<file path="src/rtl/first_fit_block_allocator_core_macros.svh">
// assertion macros used by the allocator back end
`ifndef FIRST_FIT_BLOCK_ALLOCATOR_CORE_MACROS_SVH
`define FIRST_FIT_BLOCK_ALLOCATOR_CORE_MACROS_SVH
`ifndef ASSERT_OFF
`define FFBA_ASSERT(name, prop, msg) \
	name: assert property (@(posedge clk) disable iff (!arst_n) prop) else $error(msg);
`define FFBA_ASSERT_NEVER(name, cond, msg) \
	name: assert property (@(posedge clk) disable iff (!arst_n) !(cond)) else $error(msg);
`else
`define FFBA_ASSERT(name, prop, msg)
`define FFBA_ASSERT_NEVER(name, cond, msg)
`endif
`endif

</file>
<file path="src/rtl/ffba_queue.sv">
// two entry queue, used for commands and for results
module ffba_queue #(
	parameter int W = 8
) (
	input  logic         clk,
	input  logic         arst_n,
	input  logic         push,
	input  logic [W-1:0] din,
	output logic         full,
	input  logic         pop,
	output logic [W-1:0] dout,
	output logic         empty
);

	logic [W-1:0] mem_q [2];
	logic wp_q;
	logic rp_q;
	logic [1:0] cnt_q;
	logic do_push;
	logic do_pop;

	assign full = (cnt_q == 2'd2);
	assign empty = (cnt_q == 2'd0);
	assign do_push = push && !full;
	assign do_pop = pop && !empty;
	assign dout = mem_q[rp_q];

	always_ff @(posedge clk or negedge arst_n) begin
		if (!arst_n) begin
			wp_q <= 1'b0;
			rp_q <= 1'b0;
			cnt_q <= 2'd0;
		end else begin
			if (do_push) begin
				wp_q <= !wp_q;
			end
			if (do_pop) begin
				rp_q <= !rp_q;
			end
			case ({do_push, do_pop})
				2'b10: cnt_q <= cnt_q + 2'd1;
				2'b01: cnt_q <= cnt_q - 2'd1;
				default: cnt_q <= cnt_q;
			endcase
		end
	end

	always_ff @(posedge clk) begin
		if (do_push) begin
			mem_q[wp_q] <= din;
		end
	end

endmodule

</file>
<file path="config.mk">
export PLATFORM = sky130hd
export DESIGN_NAME = ffba_queue
export DESIGN_NICKNAME = d
export VERILOG_FILES = /design/src/rtl/first_fit_block_allocator_core_macros.svh /design/src/rtl/ffba_queue.sv
export SDC_FILE = /design/constraint.sdc
export NUM_CORES = 1
export LEC_CHECK = 0
export ABC_AREA = 0
export BUFFER_PORTS_ARGS = -buffer_cell sky130_fd_sc_hd__buf_2
export CORE_MARGIN = 2
export CORE_UTILIZATION = 48
export DETAILED_ROUTE_END_ITERATION = 6
export PLACE_DENSITY = 0.82
export SYNTH_ARGS = -nofsm -noshare
export SYNTH_HDL_FRONTEND = slang
export SYNTH_SLANG_ARGS = --single-unit
</file>
<file path="constraint.sdc">
create_clock -name clk -period 1.95 [get_ports clk]
set_clock_uncertainty 0.2 [all_clocks]
set_input_delay 0.4875 -clock clk [delete_from_list [all_inputs] [get_ports clk]]
set_output_delay 0.4875 -clock clk [all_outputs]
set_load 0.02 [all_outputs]
</file>
## Word level (Yosys, flattened, before mapping)

Memory sizes are Yosys's and may differ from the RTL's.
Index checks and enable logic that the tools add are counted.

| storage, ports and cells | value |
|---|---|
| register bits | 4 |
| bits in latches | 0 |
| bits in writable memories | 16 |
| ROM bits | 0 |
| bits of input ports | 12 |
| output and inout port bits | 10 |
| word-level logic and storage cells | 20 |
| memories kept | 1 |

Memory list:

| memory | words | width | rd ports | clocked after memory_dff | write ports | line | text |
|---|---|---|---|---|---|---|---|
| mem_q | 2 | 8 | 1 | 0 | 1 | ffba_queue.sv:15 | `logic [W-1:0] mem_q [2];` |

| operators by class | value |
|---|---|
| add/sub/neg operators | 2 |
| $mul | 0 |
| divide/modulo/power cells | 0 |
| $lt $le $gt $ge | 0 |
| eq/ne operators | 3 |
| shift operators | 0 |
| multiplexer cells | 3 |
| bitwise operators | 0 |
| reduce and logical (&&, ||, !) cells | 8 |

Operators by type and width:

| kind | number |
|---|---|
| equality test 2 bit, second input constant | 2 |
| zero test 1 bit | 4 |
| one-hot mux 2 bit (2 select lines) | 1 |
| adder 2 x 1 -> 2 bit, second input constant | 1 |
| equality test 2 x 1 -> 1 bit, second input constant | 1 |
| logical AND 1 bit | 2 |
| zero test 2 bit | 1 |
| two-way mux 1 bit | 2 |
| nonzero test 2 bit | 1 |
| subtractor 2 x 1 -> 2 bit, second input constant | 1 |

## Logic depth before layout (Yosys ltp)

| depth | value |
|---|---|
| depth after elaboration | 5 |
| gate-level depth with buffers | 6 |

## Worst setup path before layout

No wires, ideal clock.

| path | value |
|---|---|
| path kind | flip-flop to flip-flop |
| start point | register cnt_q[0] |
| end point | register cnt_q[1] |
| data arrival time | 1.435 ns |
| setup slack | 0.235 ns |
| cell stages (with the launch flop) | 6 |
| buffers on the path | 0 |
| clock period less this slack | 1.715 ns |
| cell sequence | dfrtp_1 > nor2_1 > nor2b_2 > ha_1 > nor2_1 > xor2_1 |

| between the ends | value |
|---|---|
| word-level cells in the longest chain between the ends | 5 |

Ends and longest elaborated chain:

| element | line | text |
|---|---|---|
| from (decl) | ffba_queue.sv:18 | `logic [1:0] cnt_q;` |
| from (signal assigned) | ffba_queue.sv:41 | `2'b10: cnt_q <= cnt_q + 2'd1;` |
| from (signal assigned) | ffba_queue.sv:42 | `2'b01: cnt_q <= cnt_q - 2'd1;` |
| from (signal assigned) | ffba_queue.sv:43 | `default: cnt_q <= cnt_q;` |
| zero test 2 bit (*) | ffba_queue.sv:23 | `assign empty = (cnt_q == 2'd0);` |
| net empty | ffba_queue.sv:12 | `output logic empty` |
| zero test 1 bit (*) | ffba_queue.sv:25 | `assign do_pop = pop && !empty;` |
| logical AND 1 bit (*) | ffba_queue.sv:25 |  |
| net do_pop | ffba_queue.sv:20 | `logic do_pop;` |
| equality test 2 x 1 -> 1 bit or equality test 2 bit (tied branches) | ffba_queue.sv:40 | `case ({do_push, do_pop})` |
| one-hot mux 2 bit (2 select lines) or nonzero test 2 bit (tied branches) | -- |  |

Mark *: on every way through the listed nets, which the timed path passes. The rest lies on a longest branch.
A chain may end at the register's enable or synchronous reset.

## Worst setup path in the final report

| path | value |
|---|---|
| start point | register rp_q |
| end point | output dout[2] |

| between the ends | value |
|---|---|
| word-level cells in the longest chain between the ends | 1 |

Ends and longest elaborated chain:

| element | line | text |
|---|---|---|
| from (decl) | ffba_queue.sv:17 | `logic rp_q;` |
| from (signal assigned) | ffba_queue.sv:38 | `rp_q <= !rp_q;` |
| memory read (2 x 8 bit) | -- |  |
| to (decl) | ffba_queue.sv:11 | `output logic [W-1:0] dout,` |

No other way between the ends.

==> flow_summary.html <==
<table>
<tr><th>Metric</th><th>Value</th></tr>
<tr><th colspan="2">Outcome</th></tr>
<tr><td>Status</td><td>finished with violations</td></tr>
<tr><td>Failing checks</td><td>negative setup slack</td></tr>
<tr><th colspan="2">Critical path</th></tr>
<tr><td>Worst Setup SP</td><td>rp_q</td></tr>
<tr><td>Type of the worst setup path</td><td>flip-flop to output port</td></tr>
<tr><td>Termination of the worst setup path</td><td>dout[2]</td></tr>
<tr><td>Depth of the most critical reg-to-reg path</td><td>5</td></tr>
<tr><td>Critical register-to-register path startpoint</td><td>cnt_q[0]</td></tr>
<tr><td>RR Endpoint</td><td>cnt_q[1]</td></tr>
<tr><td>Startpoint types</td><td>flip-flop</td></tr>
<tr><td>Setup slack, reg-to-reg</td><td>360 ps</td></tr>
<tr><td>Worst stage delay on the critical path</td><td>390 ps</td></tr>
<tr><td>Most common cell type on the critical path</td><td>sky130_fd_sc_hd__buf_6</td></tr>
<tr><td>Gate family responsible for the most delay along the worst path</td><td>flip-flops</td></tr>
<tr><td>Number of buffer and inverter stages on the critical path</td><td>2</td></tr>
<tr><td>Cell-by-cell listing of the critical path</td><td>buf_6 -&gt; mux2_2 -&gt; buf_6</td></tr>
<tr><td>Crit. End Element</td><td>output port</td></tr>
<tr><td>Cell with the largest stage delay on the worst path</td><td>sky130_fd_sc_hd__dfrtp_2</td></tr>
<tr><td>Number of cells on the critical path</td><td>3</td></tr>
<tr><td>Peak fanout along the critical path</td><td>5</td></tr>
<tr><td>Data required time at the worst endpoint</td><td>1260 ps</td></tr>
<tr><td>Data arrival, critical path</td><td>approximately 1300 ps</td></tr>
<tr><th colspan="2">Clock network</th></tr>
<tr><td>Skew-Pair Late Insertion Delay</td><td>290 ps</td></tr>
<tr><td>Root cell of the clock tree</td><td>sky130_fd_sc_hd__clkbuf_4</td></tr>
<tr><td>Maximum level of the CTS H-tree</td><td>1</td></tr>
<tr><td>Clock tree from TritonCTS</td><td>built</td></tr>
<tr><td>Worst-case clock buffer depth</td><td>2</td></tr>
<tr><td>Inserted Clock Buffers</td><td>3</td></tr>
<tr><td>Clock slew seen by the registers of the worst setup and hold paths</td><td>~100 ps</td></tr>
<tr><td>Number of sinks on the clock net</td><td>20</td></tr>
<tr><th colspan="2">Final layout</th></tr>
<tr><td>Post-route core utilization</td><td>68.5%</td></tr>
<tr><td>Antenna diode count</td><td>0</td></tr>
<tr><td>Layout cell share with drive strength beyond 1</td><td>54.1%</td></tr>
<tr><td>Number of inserted filler cells in the final layout</td><td>101</td></tr>
<tr><td>NumNets Final</td><td>88</td></tr>
<tr><td>Layout Area Growth over Synthesis</td><td>33.7%</td></tr>
<tr><th colspan="2">Synth</th></tr>
<tr><td>Cell count after synthesis</td><td>43</td></tr>
<tr><td>Biggest area contributors in the synthesized netlist</td><td>sky130_fd_sc_hd__edfxtp_1, sky130_fd_sc_hd__dfrtp_1, sky130_fd_sc_hd__mux2_2</td></tr>
<tr><td>Proportion of synthesized area in mux cells</td><td>11.7%</td></tr>
<tr><td>Yosys warns</td><td>0</td></tr>
<tr><td>Yosys reg bits</td><td>20</td></tr>
<tr><td>Mean instance size in the synthesized netlist</td><td>18.0 um^2</td></tr>
<tr><td>Netlist area before placement</td><td>a little under 800 um^2</td></tr>
<tr><td>Cell taking the most area after synthesis</td><td>sky130_fd_sc_hd__edfxtp_1</td></tr>
<tr><td>Share of synthesized area occupied by flip-flops and latches</td><td>75.2%</td></tr>
<tr><td>Post-Syn Nets</td><td>56</td></tr>
<tr><td>Largest family of logic cells by synthesized area</td><td>multiplexers</td></tr>
<tr><td>Fraction of post-synthesis cell area in the top cell type by area</td><td>about 62%</td></tr>
<tr><td>Simple-gate portion of the synthesized area</td><td>4.70%</td></tr>
<tr><td>Xor/xnor cell area share of the yosys netlist</td><td>under 10%</td></tr>
<tr><td>Adder-cell area share of the yosys netlist</td><td>between 1.5 and 2%</td></tr>
<tr><td>Post-synthesis cell type count</td><td>13</td></tr>
<tr><td>Complex-gate fraction of the synthesized area</td><td>0%</td></tr>
<tr><th colspan="2">Detailed routing</th></tr>
<tr><td>DR WL/cell</td><td>13.6 um</td></tr>
<tr><td>DRC marker count from the first detailed-route iteration</td><td>10</td></tr>
<tr><td>Pre-antenna DRT Iters</td><td>3</td></tr>
<tr><td>Aggregate routed wire length</td><td>1.23 mm</td></tr>
<tr><td>Vias per Instance</td><td>between 4 and 5</td></tr>
<tr><td>Remaining number of nets flagged by the antenna check after routing</td><td>0</td></tr>
<tr><td>Total DRC errors in the routed layout</td><td>0</td></tr>
<tr><td>DR vias</td><td>between 400 and 500</td></tr>
<tr><th colspan="2">Global routing</th></tr>
<tr><td>Maximum number of pins on one net before global-route repair</td><td>12</td></tr>
<tr><td>Antenna violations before repair</td><td>0</td></tr>
<tr><td>Overall track demand over capacity in global routing</td><td>roughly 16%</td></tr>
<tr><td>Number of global-route vias before repair</td><td>467</td></tr>
<tr><td>Remaining global-route overflow</td><td>0</td></tr>
<tr><td>First-pass GRT wire length</td><td>2.07 mm</td></tr>
<tr><th colspan="2">Pwr</th></tr>
<tr><td>Power, Total</td><td>between 1.5 and 2 mW</td></tr>
<tr><td>Worst voltage drop across the vdd grid</td><td>717 uV</td></tr>
<tr><td>PwrDens</td><td>about 1500 nW/um^2</td></tr>
<tr><td>Leakage power</td><td>~0.43 nW</td></tr>
<tr><th colspan="2">STA</th></tr>
<tr><td>Number of slew-limit violations in the final report</td><td>0</td></tr>
<tr><td>Transition time at the pin with the least slew margin</td><td>388 ps</td></tr>
<tr><td>Post-route setup slack</td><td>-9.14 ps</td></tr>
<tr><td>Final number of setup-violating endpoints</td><td>5</td></tr>
<tr><td>Highest achievable clock rate</td><td>0.510 GHz</td></tr>
<tr><td>Clock period minus worst slack</td><td>1960 ps</td></tr>
<tr><td>Unrepaired setup endpoints after global routing</td><td>true</td></tr>
<tr><td>Max-slew headroom at the worst pin</td><td>74.1%</td></tr>
<tr><td>Period Utilization, post-route</td><td>100%</td></tr>
<tr><td>Total count of hold-check failures in the final report</td><td>0</td></tr>
<tr><th colspan="2">Die</th></tr>
<tr><td>Total core area</td><td>about 1500 um^2</td></tr>
<tr><td>Total die area</td><td>1950 um^2</td></tr>
<tr><td>Number of primary I/O pins</td><td>22</td></tr>
<tr><td>Effective utilization at floorplan</td><td>roughly 50%</td></tr>
<tr><td>Die Wd</td><td>44.1 um</td></tr>
<tr><td>Overall die height</td><td>44.1 um</td></tr>
<tr><td>Cell row count</td><td>14</td></tr>
<tr><th colspan="2">Placement</th></tr>
<tr><td>Final weighted congestion in routability-driven placement</td><td>~0.76</td></tr>
<tr><td>Port buffer count</td><td>21</td></tr>
<tr><th colspan="2">Min path</th></tr>
<tr><td>Worst min-delay path category</td><td>primary input to flip-flop</td></tr>
<tr><td>Hold path startpoint</td><td>din[2]</td></tr>
<tr><th colspan="2">Flow run</th></tr>
<tr><td>Count of maximum capacitance violations</td><td>0</td></tr>
</table>
==> kinds of logic after synthesis <==
family,Yosys count
flops,20
mux,8
simple gates,7
xor+xnor,5
buf+inv,2
fa+ha+maj,1
==> worst min-delay path by stage <==
stage | slack [ps] | end | cells past startpoint
after floorplan | -8 | cnt_q[0] | 0
after global placement | 100 | cnt_q[0] | 1
after detailed placement | 100 | cnt_q[0] | 1
after CTS | 160 | mem_q[0][2] | 1
after global routing | 140 | mem_q[1][7] | 1
final | 180 | mem_q[1][2] | 1
==> final cells by class <==
class	count	area (um^2)	share of cell area [%]
Sequential cell	20	582	56.4
Timing Repair Buffer	28	218	21.1
Multi-Input combinational cell	21	183	17.7
Clock buffer	3	22.5	2.18
Tap cell	16	20.0	1.94
Clock inverter	1	3.75	0.364
Inverter	1	3.75	0.364
==> routing by layer <==
layer / part of all wire (%) / wire (um) / GRT usage (%)
met2: 54 / 662 / 23.8
met4: 1.5 / 19 / 12.7
met1: 40 / 493 / 19.4
met5: 0 / 0 / 0
met3: 4.2 / 51 / 3.67
==> timing repair <==
action                                 CTS  global route
setup endpoints to repair                8             8
setup buffers                            3             1
cloned                                   0             0
pin swaps                                0             0
endpoints found under the hold margin    4             0
hold buffers                             1             0
resized for setup                       21             0
==> cells in the mapped netlist <==
library cell / count
sky130_fd_sc_hd__and3_1: 1
sky130_fd_sc_hd__buf_2: 1
sky130_fd_sc_hd__dfrtp_1: 4
sky130_fd_sc_hd__edfxtp_1: 16
sky130_fd_sc_hd__ha_1: 1
sky130_fd_sc_hd__inv_1: 1
sky130_fd_sc_hd__mux2_2: 8
sky130_fd_sc_hd__nand2_1: 1
sky130_fd_sc_hd__nand2b_1: 1
sky130_fd_sc_hd__nor2_1: 3
sky130_fd_sc_hd__nor2b_2: 1
sky130_fd_sc_hd__xnor2_1: 3
sky130_fd_sc_hd__xor2_1: 2
==> stage by stage <==
| step | std cells | hold slack [ps] | area, um^2 | setup TNS (ps) | worst slack (ps) |
|---|---|---|---|---|---|
| after floorplan | 43 | -8.09 | 772 | 0 | 235 |
| after global placement | 81 | 98.7 | 907 | 0 | 182 |
| after detailed placement | 81 | 98.8 | 907 | 0 | 163 |
| after CTS | 89 | 157 | 1020 | -149 | -30.8 |
| after global routing | 90 | 142 | 1030 | -445 | -66.1 |
| final | 90 | 177 | 1030 | -22.5 | -9.14 |
==> sequential cells by signal, indices dropped and copies added, names as in the netlist <==
signal  cells
wp_q        1
mem_q      16
cnt_q       2
rp_q        1
==> placed cells by master (no fill, tap or decap) <==
cell type and count:
sky130_fd_sc_hd__buf_6 10, sky130_fd_sc_hd__and3_1 1, sky130_fd_sc_hd__nand2_1 1, sky130_fd_sc_hd__edfxtp_1 16, sky130_fd_sc_hd__ha_1 1, sky130_fd_sc_hd__xnor2_1 3, sky130_fd_sc_hd__nand2b_1 1, sky130_fd_sc_hd__dfrtp_2 1
sky130_fd_sc_hd__mux2_2 8, sky130_fd_sc_hd__dlygate4sd3_1 1, sky130_fd_sc_hd__nor2_1 3, sky130_fd_sc_hd__buf_4 4, sky130_fd_sc_hd__buf_2 13, sky130_fd_sc_hd__clkbuf_4 3, sky130_fd_sc_hd__xor2_1 2, sky130_fd_sc_hd__dfrtp_1 3
sky130_fd_sc_hd__inv_1 1, sky130_fd_sc_hd__clkinv_1 1, sky130_fd_sc_hd__nor2b_2 1
==> power by group <==
group / switching (mW) / leakage, nW / internal, mW
sequential: 0.0562 / 0.194 / 0.599
combinational: 0.354 / 0.221 / 0.397
clock: 0.116 / 0.0154 / 0.0744
total: 0.526 / 0.430 / 1.07
(Power assumes the default switching activity.)
