--- src/rtl/first_fit_block_allocator_core_macros.svh ---
// assertion macros used by the allocator back end
`ifndef FIRST_FIT_BLOCK_ALLOCATOR_CORE_MACROS_SVH
`define FIRST_FIT_BLOCK_ALLOCATOR_CORE_MACROS_SVH
`ifndef ASSERT_OFF
`define FFBA_ASSERT(name, prop, msg) \
	name: assert property (@(posedge clk) disable iff (!arst_n) prop) else $error(msg);
`define FFBA_ASSERT_NEVER(name, cond, msg) \
	name: assert property (@(posedge clk) disable iff (!arst_n) !(cond)) else $error(msg);
`else
`define FFBA_ASSERT(name, prop, msg)
`define FFBA_ASSERT_NEVER(name, cond, msg)
`endif
`endif

--- src/rtl/ffba_pkg.sv ---
// types and codes shared by the allocator modules
package ffba_pkg;

	localparam int BLK_W = 16;
	localparam int LEN_W = 17;
	localparam int OFF_W = 40;
	localparam int BB_W = 21;
	localparam int BB6_W = 15;
	localparam int CFG_IDX_W = 2;

	localparam logic [CFG_IDX_W-1:0] CFG_BLOCK_BYTES = 2'd0;
	localparam logic [CFG_IDX_W-1:0] CFG_POOL_BLOCKS = 2'd1;

	localparam logic [1:0] FN_ALLOC = 2'd0;
	localparam logic [1:0] FN_FREE = 2'd1;
	localparam logic [1:0] FN_FREE_ALL = 2'd2;

	localparam logic [1:0] OP_ANSWER = 2'd0;
	localparam logic [1:0] OP_ALLOC = 2'd1;
	localparam logic [1:0] OP_FREE = 2'd2;
	localparam logic [1:0] OP_FREE_ALL = 2'd3;

	localparam logic [2:0] ST_ALLOCATED = 3'd0;
	localparam logic [2:0] ST_FREED = 3'd1;
	localparam logic [2:0] ST_ALL_FREED = 3'd2;
	localparam logic [2:0] ST_NO_MEM = 3'd3;
	localparam logic [2:0] ST_TABLE_FULL = 3'd4;
	localparam logic [2:0] ST_RANGE = 3'd5;
	localparam logic [2:0] ST_MISALIGNED = 3'd6;
	localparam logic [2:0] ST_NOT_ALLOC = 3'd7;

	typedef struct packed {
		logic [1:0] op;
		logic [2:0] status;
		logic [LEN_W-1:0] arg;
	} cmd_t;

	typedef struct packed {
		logic [2:0] status;
		logic [OFF_W-1:0] offset;
		logic [LEN_W-1:0] blocks;
	} res_t;

	typedef struct packed {
		logic [BLK_W-1:0] start;
		logic [LEN_W-1:0] len;
	} ext_t;

endpackage

--- src/rtl/ffba_front.sv ---
// front end: request intake, block division and classification
module ffba_front (
	input  logic                              clk,
	input  logic                              arst_n,
	input  logic                              push,
	output logic                              full,
	input  logic [1:0]                        func,
	input  logic [ffba_pkg::OFF_W-1:0]        request_bytes,
	input  logic [ffba_pkg::OFF_W-1:0]        release_offset,
	input  logic [ffba_pkg::BB6_W-1:0]        bb6,
	input  logic [ffba_pkg::LEN_W-1:0]        pool,
	output logic                              cq_push,
	output ffba_pkg::cmd_t                    cq_cmd,
	input  logic                              cq_full
);

	localparam int DVD_W = ffba_pkg::OFF_W - 6;
	localparam logic [1:0] F_IDLE = 2'd0;
	localparam logic [1:0] F_DIV = 2'd1;
	localparam logic [1:0] F_CLASS = 2'd2;
	localparam logic [5:0] LAST_STEP = 6'(DVD_W - 1);

	logic [1:0] state_q;
	logic [1:0] func_q;
	logic [ffba_pkg::OFF_W-1:0] off_q;
	logic [DVD_W-1:0] dvd_q;
	logic [ffba_pkg::BB6_W-1:0] rem_q;
	logic [5:0] cnt_q;
	logic [ffba_pkg::BB6_W:0] trial;
	logic ge;
	logic [ffba_pkg::BB6_W-1:0] rem_n;
	logic [ffba_pkg::OFF_W-1:0] dec;
	logic [31:0] lim_prod;
	logic [ffba_pkg::OFF_W-1:0] limit;

	assign full = (state_q != F_IDLE);
	assign trial = {rem_q, dvd_q[DVD_W-1]};
	assign ge = trial >= {1'b0, bb6};
	assign rem_n = ge ? ffba_pkg::BB6_W'(trial - {1'b0, bb6}) : trial[ffba_pkg::BB6_W-1:0];
	assign dec = (request_bytes == '0) ? '0 : request_bytes - 40'd1;
	assign lim_prod = pool * bb6;
	assign limit = {2'b00, lim_prod, 6'b000000};
	assign cq_push = (state_q == F_CLASS) && !cq_full;

	always_ff @(posedge clk or negedge arst_n) begin
		if (!arst_n) begin
			state_q <= F_IDLE;
			func_q <= '0;
			off_q <= '0;
			dvd_q <= '0;
			rem_q <= '0;
			cnt_q <= '0;
		end else begin
			case (state_q)
				F_IDLE: begin
					if (push) begin
						func_q <= func;
						off_q <= release_offset;
						dvd_q <= (func == ffba_pkg::FN_ALLOC) ? dec[ffba_pkg::OFF_W-1:6]
							: release_offset[ffba_pkg::OFF_W-1:6];
						rem_q <= '0;
						cnt_q <= '0;
						state_q <= F_DIV;
					end
				end
				F_DIV: begin
					dvd_q <= {dvd_q[DVD_W-2:0], ge};
					rem_q <= rem_n;
					cnt_q <= cnt_q + 6'd1;
					if (cnt_q == LAST_STEP) begin
						state_q <= F_CLASS;
					end
				end
				F_CLASS: begin
					if (!cq_full) begin
						state_q <= F_IDLE;
					end
				end
				default: state_q <= F_IDLE;
			endcase
		end
	end

	always_comb begin
		cq_cmd.op = ffba_pkg::OP_ANSWER;
		cq_cmd.status = ffba_pkg::ST_RANGE;
		cq_cmd.arg = '0;
		case (func_q)
			ffba_pkg::FN_ALLOC: begin
				cq_cmd.op = ffba_pkg::OP_ALLOC;
				if (dvd_q[DVD_W-1:ffba_pkg::BLK_W] == '0) begin
					cq_cmd.arg = {1'b0, dvd_q[ffba_pkg::BLK_W-1:0]} + 17'd1;
				end else begin
					cq_cmd.arg = '1;
				end
			end
			ffba_pkg::FN_FREE: begin
				if (off_q >= limit) begin
					cq_cmd.status = ffba_pkg::ST_RANGE;
				end else if (off_q[5:0] != 6'd0 || rem_q != '0) begin
					cq_cmd.status = ffba_pkg::ST_MISALIGNED;
				end else begin
					cq_cmd.op = ffba_pkg::OP_FREE;
					cq_cmd.arg = {1'b0, dvd_q[ffba_pkg::BLK_W-1:0]};
				end
			end
			ffba_pkg::FN_FREE_ALL: begin
				cq_cmd.op = ffba_pkg::OP_FREE_ALL;
			end
			default: begin
				cq_cmd.status = ffba_pkg::ST_RANGE;
			end
		endcase
	end

endmodule

--- config.mk ---
export PLATFORM = sky130hd
export DESIGN_NAME = ffba_front
export DESIGN_NICKNAME = d
export VERILOG_FILES = /design/src/rtl/first_fit_block_allocator_core_macros.svh /design/src/rtl/ffba_pkg.sv /design/src/rtl/ffba_front.sv
export SDC_FILE = /design/constraint.sdc
export NUM_CORES = 1
export LEC_CHECK = 0
export BUFFER_PORTS_ARGS = -buffer_cell sky130_fd_sc_hd__buf_2
export CORE_MARGIN = 5
export CORE_UTILIZATION = 55
export DETAILED_ROUTE_END_ITERATION = 6
export PLACE_DENSITY = 0.84
export SETUP_SLACK_MARGIN = 0.5
export SLEW_MARGIN = 10
export SYNTH_ARGS = -nofsm -noshare
export SYNTH_HDL_FRONTEND = slang
export SYNTH_SLANG_ARGS = --single-unit
--- constraint.sdc ---
create_clock -name clk -period 13.7 [get_ports clk]
set_input_delay 0.685 -clock clk [delete_from_list [all_inputs] [get_ports clk]]
set_output_delay 0.685 -clock clk [all_outputs]
set_load 0.05 [all_outputs]
; ---- Yosys cells after proc, flatten, opt, wreduce, memory -nomap -nowiden
; Index checks and enable logic that the tools add are counted.
[classes]
n_addsub = 4
mul = 1
n_lt_le_gt_ge = 2
n_eq_ne = 8
muxes = 23
reduce_logical = 15
[op_table]
columns = operator, n
row1 = $mux 34, 2
row2 = $pmux 34 s2, 1
row3 = $ge 40x38->1, 1
row4 = $logic_not 40->1, 1
row5 = $mux 40, 1
row6 = $sub 40x1->40 const B, 1
row7 = $mux 17, 2
row8 = $pmux 17 s2, 1
row9 = $mul 17x15->32, 1
row10 = $mux 15, 2
row11 = $pmux 15 s2, 1
row12 = $logic_not 18->1, 1
row13 = $add 16x1->17 const B, 1
row14 = $ge 16x15->1, 1
row15 = $mux 16, 1
row16 = $mux 2, 8
row17 = $reduce_bool 15->1, 1
row18 = $sub 15x15->15, 1
row19 = $pmux 2 s3, 2
row20 = $pmux 6 s2, 1
row21 = $add 6x1->6 const B, 1
row22 = $eq 6x6->1 const B, 1
row23 = $logic_not 2->1, 3
row24 = $mux 6, 1
row25 = 10 further kinds, 16
[totals]
reg_bits = 99
input_bits = 118
output_inout_bits = 24
wordCells = 59

; ---- Longest topological paths before layout
; Gate-level depths: netlist of run 1.
[logic_depth]
word_depth = 5
ltp_mapped = 32

; ---- Least setup slack after synthesis of run 1
; No wires, ideal clock.
[synth_path]
path_type = input to output
start = input bb6[8] (netlist name)
end = output cq_cmd[10] (netlist name)
arrival_ns = 8.764
t_required_ns = 13.015
slack_ns = 4.251
stages = 29
path_buffers = 3
path_cell_list = clkbuf_1 > clkbuf_1 > nand2_1 > fa_1 > fa_1 > fa_1 > inv_1 > fa_1 > fa_1 > inv_1 > fa_1 > inv_1 > ha_1 > a211oi_1 > o21bai_1 > or3_1 > o21ai_0 > a21oi_1 > a31oi_1 > mux2i_1 > nor4_1 > ha_1 > a21o_1 > a211oi_1 > o21ai_0 > nor4_1 > clkbuf_1 > o21ai_0 > o21ai_0
[synth_rtl]
columns = item, line_no
row1 = "start, declared", ffba_front.sv:10  ; input logic [ffba_pkg::BB6_W-1:0] bb6,
row2 = "end, declared", ffba_front.sv:13  ; output ffba_pkg::cmd_t cq_cmd,

==> impl_metrics.ini, run 1 <==
[synthesis]
seq_area_frac_synth_pct = 15.9
yosysWarnings = 0
yosysTopAreaCell = fa_1
synth_edf_count = 0
synth.avg_cell_area_um2 = 8.35
synth_compound_area_share_pct = 12.7
synthCells = 1866
synth_top_family_by_area = adder cells
synth_xor_area_share_pct = 3.49
synth_simple_gate_area_share_pct = 21.8
synth_mux_area_share_pct = 0.852
yosysUniqueCellTypes = 69
synth_adder_area_share_pct = 36.7
syn-num-nets = 2324
ys_top_cells_by_area = fa_1 25%, dfrtp_1 16%, ha_1 12%, nand2_1 7.6%, inv_1 6.4%
ys_ff_latch = 99
async_flop_share_pct = 100
post-synth-top-area-fraction_pct = 24.9
netlist_area_um2 = 15600
synth-main-ff-cell = dfrtp_1

[sta]
relSlewSlack_pct = 18.4
finalHoldViolations = 0
setup_violations = 0
finClkSkew_ns = 0.00452
slew_violations = 0
period_minus_slack_ns = 9.71
setup_tns_ns = 0
finalCritPeriodShare_pct = 70.9
rsz0062_at_grt = no
tightest_slew_ns = 1.21
clock.fmax_ghz = 0.103

[job]
drv_cap = 0

[clocking]
worstSkewPairLatency_ns = 0.35
holdBufCountCts = 0
cts.sinks = 99
cts_buffers = 9
path_clk_slew_ns = 0.07
cts_repair_resize_count = 0
cts_max_level = 3
postCtsSetupBuffers = 0
clockBufferDepth = 2
cts_root_buf = clkbuf_16
cts_tree = done

[layout]
multi_input_area_um2 = 11800
fill_cells = 2358
final_nets = 2396
finalInstanceArea_um2 = 16800
drive_gt1_share_pct = 9.57
area_growth_pct = 7.86
seq_area_um2 = 2480
final_cells = 2321
n_antenna_cell = 0

[grt]
gr-usage-all-layers_pct = 25.6
grt_pass1_vias = 13500
grt_pass1_wl_um = 66600
grt_antenna_before_repair = 0
grt_max_degree = 79
overflow = 0

[critical_path]
crit_top_cell = fa_1
slowest_stage = fa_1
rr_endpoint = dvd_q[0]$_DFFE_PN0P_
ff2ff_path_depth = 11
rr_startpoint = dvd_q[33]$_DFFE_PN0P_
crit_type = input port to primary output
cp-end-kind = primary output
cp_slowest_stage_delay_ns = 0.57
cp.required_ns = 13.02
cp.arrival_ns = 9.03
critPathLaunchType = input port
cp_max_fo = 18
r2r_setup_slack_ns = 10.17

[drt]
via_per_inst = 5.74
drtAntennaViolNets = 0
wire_per_inst_um = 17.1
first_pass_iters = 5
drtIter0Drc = 988
drt_drc_violations_left = 0
vias = 13300
wl_um = 39700

[die]
core-area_um2 = 27900
die_area_um2 = 31800
die_y_um = 178
initial_core_util_pct = 55.9
ios = 142
row_count = 61
dieWidth_um = 178

[place]
post_dp_cell_area_um2 = 16500
dp_hpwl_um = 31200
dp_cells = 2305
finalWeightedCongestion = 0.915
port_buffers = 140

[outcome]
status = completed

[hold_path]
min_path_type = input port to asynchronous set/reset pin
-- metrics by stage --
stage	util, %	worst slack [ns]	hold slack [ns]
final	60.3	3.99	0.225
after global routing	60.3	3.55	0.246
after CTS	60.3	3.94	0.238
after detailed placement	59.1	3.99	0.466
after global placement	59.1	4.12	0.458
after floorplan	-	4.25	0.389
-- cells in the final DEF (no fill, tap or decap), types with 4 or more instances in the layout --
| cell type | n |
|---|---|
| buf_4 | 6 |
| and2_1 | 156 |
| clkbuf_8 | 4 |
| or2_2 | 7 |
| clkbuf_16 | 9 |
| buf_2 | 139 |
| o21bai_1 | 5 |
| nor2b_1 | 12 |
| nor2_1 | 53 |
| and4_1 | 4 |
| ha_1 | 146 |
| or4_1 | 6 |
| nand2b_1 | 8 |
| or3_1 | 8 |
| nand4_1 | 13 |
| xnor2_1 | 28 |
| nor3_1 | 20 |
| inv_1 | 264 |
| nand3b_1 | 4 |
| a21oi_1 | 71 |
| fa_1 | 194 |
| dfrtp_1 | 99 |
| o21ai_0 | 85 |
| xor2_1 | 34 |
| mux2i_1 | 11 |
| a31oi_1 | 36 |
| a21o_1 | 37 |
| a211oi_1 | 9 |
| nand3_1 | 32 |
| nor4_1 | 13 |
| o21a_1 | 10 |
| nand2_1 | 316 |
| o211ai_1 | 6 |
| a211o_1 | 6 |
| and3_1 | 21 |
| a221oi_1 | 17 |
-- Yosys cell counts, types with 10 or more instances --
library cell	number
a31oi_1	37
nor2b_1	13
inv_1	264
a21o_1	37
a221oi_1	17
xor2_1	34
nor2_1	53
ha_1	146
nand4_1	13
fa_1	194
o21ai_0	85
dfrtp_1	99
mux2i_1	11
xnor2_1	28
and2_1	157
nand2_1	317
nor3_1	20
and3_1	21
clkbuf_1	74
nor4_1	14
o21a_1	10
a21oi_1	71
nand3_1	32
-- logic make-up after synthesis --
family | count (synthesis)
multiplexers | 13
adder cells (fa/ha/maj) | 340
other | 1
buffers and inverters | 348
AND/OR/NAND/NOR | 690
flip-flops | 99
XOR/XNOR | 62
AO/OA/AOI/OAI | 313
-- layout make-up --
| type | count | area share, % |
|---|---|---|
| multi-input cells | 1419 | 70.2 |
| repair buffers | 145 | 4.41 |
| well taps | 378 | 2.82 |
| inverters | 264 | 5.90 |
| clock inverters | 3 | 0.261 |
| clock buffers | 13 | 1.67 |
| flip-flops and latches | 99 | 14.7 |
-- critical path: cells and delay by family --
kind | cells | cell delay [ns]
and+or+nand+nor | 4 | 1.34
adders and majority gates | 8 | 3.82
buffers and inverters | 7 | 0.98
AOI/OAI and AO/OA | 10 | 2.06
muxes | 1 | 0.12
-- flip-flops by register name, indices dropped and copies added (netlist names) --
| name | count |
|---|---|
| state_q | 2 |
| cnt_q | 6 |
| off_q | 40 |
| dvd_q | 34 |
| rem_q | 15 |
| func_q | 2 |
-- per-layer routing --
| metal | vias to the layer above | GRT usage [%] | routed length, um |
|---|---|---|---|
| li1 | 6214 | - | - |
| met1 | 6498 | 35.9 | 17200 |
| met2 | 552 | 42.3 | 18600 |
| met3 | 63 | 4.11 | 3190 |
| met4 | 0 | 5.63 | 675 |
| met5 | - | 0 | 0 |
-- worst max path at each step --
stage                 start         end  slack (ns)  cells past startpoint
global placement     bb6[5]   cq_cmd[6]        4.12                     30
detailed placement   bb6[5]   cq_cmd[6]        3.99                     30
global route        bb6[14]   cq_cmd[3]        3.55                     29
finish               bb6[5]   cq_cmd[3]        3.99                     30
floorplan            bb6[8]  cq_cmd[10]        4.25                     29
CTS                  bb6[8]   cq_cmd[6]        3.94                     29
Power of run 1 is left out: the tool's default activity adds up to more than one toggle a clock period on the data nets, which glitch-free logic cannot reach.
==> inputs of run 2 (changes only) <==
PLACE_DENSITY = 0.87   (was 0.84)
clock period = 8.7 ns   (was 13.7 ns; I/O delays follow)
==> run 2 against run 1 <==
Clock skew rose by 0.0041 ns. Global-route usage increased by 2.8 points. Register-to-register slack worse by 5.0 ns. Highest routed layer unchanged. Critical endpoint is now cq_cmd[7]. Largest cell class unchanged.
==> impl_metrics.ini, run 2 (synthesis results as in run 1) <==
[outcome]
status = completed

[layout]
final_common_cell = nand2_1
final_nets = 2474
top_regs = off_q x40, dvd_q x34, rem_q x15
largest_register_ffs = 40
area_growth_pct = 18.5
n_antenna_cell = 0
most-common-layout-cells = 316 x nand2_1, 250 x inv_1, 192 x fa_1
drive_gt1_share_pct = 19.0
top_register = off_q

[critical_path]
cp.arrival_ns = 7.79
slowest_stage = fa_1
crit_type = input port to primary output
crit_top_cell = fa_1
worstSetupEndpoint = cq_cmd[7]
cp.required_ns = 8.27
cp_slowest_stage_delay_ns = 0.57
cp-end-kind = primary output
cp_max_fo = 8
rr_endpoint = dvd_q[0]$_DFFE_PN0P_
r2r_setup_slack_ns = 5.13
critPathLaunchType = input port
rr_startpoint = dvd_q[33]$_DFFE_PN0P_
ff2ff_path_depth = 11
crit_start = bb6[5]

[clocking]
cts_max_level = 3
worstSkewPairLatency_ns = 0.35
holdBufCountCts = 0
path_clk_slew_ns = 0.07
cts.sinks = 99
clockBufferDepth = 2
cts_tree = done
cts_root_buf = clkbuf_16
cts_buffers = 9

[die]
core-area_um2 = 27900
initial_core_util_pct = 55.9
row_count = 61
die_area_um2 = 31800
die_y_um = 178
ios = 142
dieWidth_um = 178

[hold_path]
min_path_type = input port to asynchronous set/reset pin

[grt]
grt_max_degree = 105
grt_pass1_wl_um = 73500
grt_pass1_vias = 14800
gr-usage-all-layers_pct = 28.4
grt_antenna_before_repair = 0
overflow = 0

[sta]
rsz0062_at_grt = yes
slew_violations = 0
setup_violations = 0
clock.fmax_ghz = 0.122
tightest_slew_ns = 1.19
finClkSkew_ns = 0.00858
setup_tns_ns = 0
finalCritPeriodShare_pct = 94.5
relSlewSlack_pct = 19.9
finalHoldViolations = 0
period_minus_slack_ns = 8.22

[place]
port_buffers = 140
dp_hpwl_um = 33500
finalWeightedCongestion = 0.950

[job]
drv_cap = 0

[drt]
drtAntennaViolNets = 0
drtIter0Drc = 1243
wire_per_inst_um = 19.0
first_pass_iters = 5
wl_um = 45500
via_per_inst = 5.94
drt_drc_violations_left = 0
vias = 14200
## run 2: changes by cell type in the layout (fill, tap and decap cells not counted), moves of 17 or more
cell | previous run | this run
and2_1 | 156 | 139
and2_4 | 0 | 17
buf_2 | 139 | 102
buf_4 | 6 | 74
buf_6 | 0 | 39
o21ai_0 | 85 | 49
o21ai_2 | 0 | 17
o21ai_4 | 0 | 18
## run 2: per-layer routing
metal | vias to the layer above | GRT usage [%] | wire length (um)
met5 | - | 0 | 0
met4 | 0 | 10.4 | 1780
met3 | 151 | 3.90 | 3580
met2 | 760 | 48.5 | 22500
met1 | 6965 | 37.0 | 17600
li1 | 6369 | - | -
## run 2: worst max-delay path, delay by kind of cell
kind                       cells  cell delay (ns)
adders and majority gates      8             3.73
AOI/OAI and AO/OA             12             1.87
buffers and inverters         10             0.93
and+or+nand+nor                3             0.58
xor gates and xnor gates       1             0.23
## run 2: timing repair
item | 4_1_cts | 5_1_grt
setup endpoints to repair | 19 | 19
setup buffers | 21 | 8
gates resized for setup | 181 | 70
pin swaps | 80 | 55
gates cloned | 4 | 0
## run 2: how the worst min path moves through the flow
stage | from | to | depth (start not counted)
after floorplan | arst_n | cnt_q[0]$_DFFE_PN0P_ | 0
after global placement | arst_n | state_q[1]$_DFFE_PN0P_ | 1
after detailed placement | arst_n | state_q[0]$_DFFE_PN0P_ | 1
after CTS | arst_n | cnt_q[4]$_DFFE_PN0P_ | 1
after global routing | arst_n | off_q[25]$_DFFE_PN0P_ | 1
final | arst_n | cnt_q[4]$_DFFE_PN0P_ | 1
## run 2: final cells by class
| type | instances | area [um^2] |
|---|---|---|
| multi-input cells | 1419 | 12500 |
| fillers | 2016 | 9400 |
| flip-flops and latches | 99 | 2480 |
| repair buffers | 223 | 1650 |
| inverters | 264 | 991 |
| well taps | 378 | 473 |
| clock buffers | 10 | 239 |
| clock inverters | 6 | 91.3 |
## run 2: stage by stage
stage	area, um^2	hold WS [ns]	setup slack [ns]	instances	util (%)
floorplan	15700	0.139	0.495	1866	-
detailed placement	16900	0.426	-0.111	2350	60.7
finish	18500	0.0488	0.479	2399	66.3
CTS	18100	0.0567	0.549	2391	65.0
global placement	16900	0.428	0.0325	2350	60.7
global route	18500	0.0887	0.284	2399	66.3
Power of run 2 is left out for the same reason.
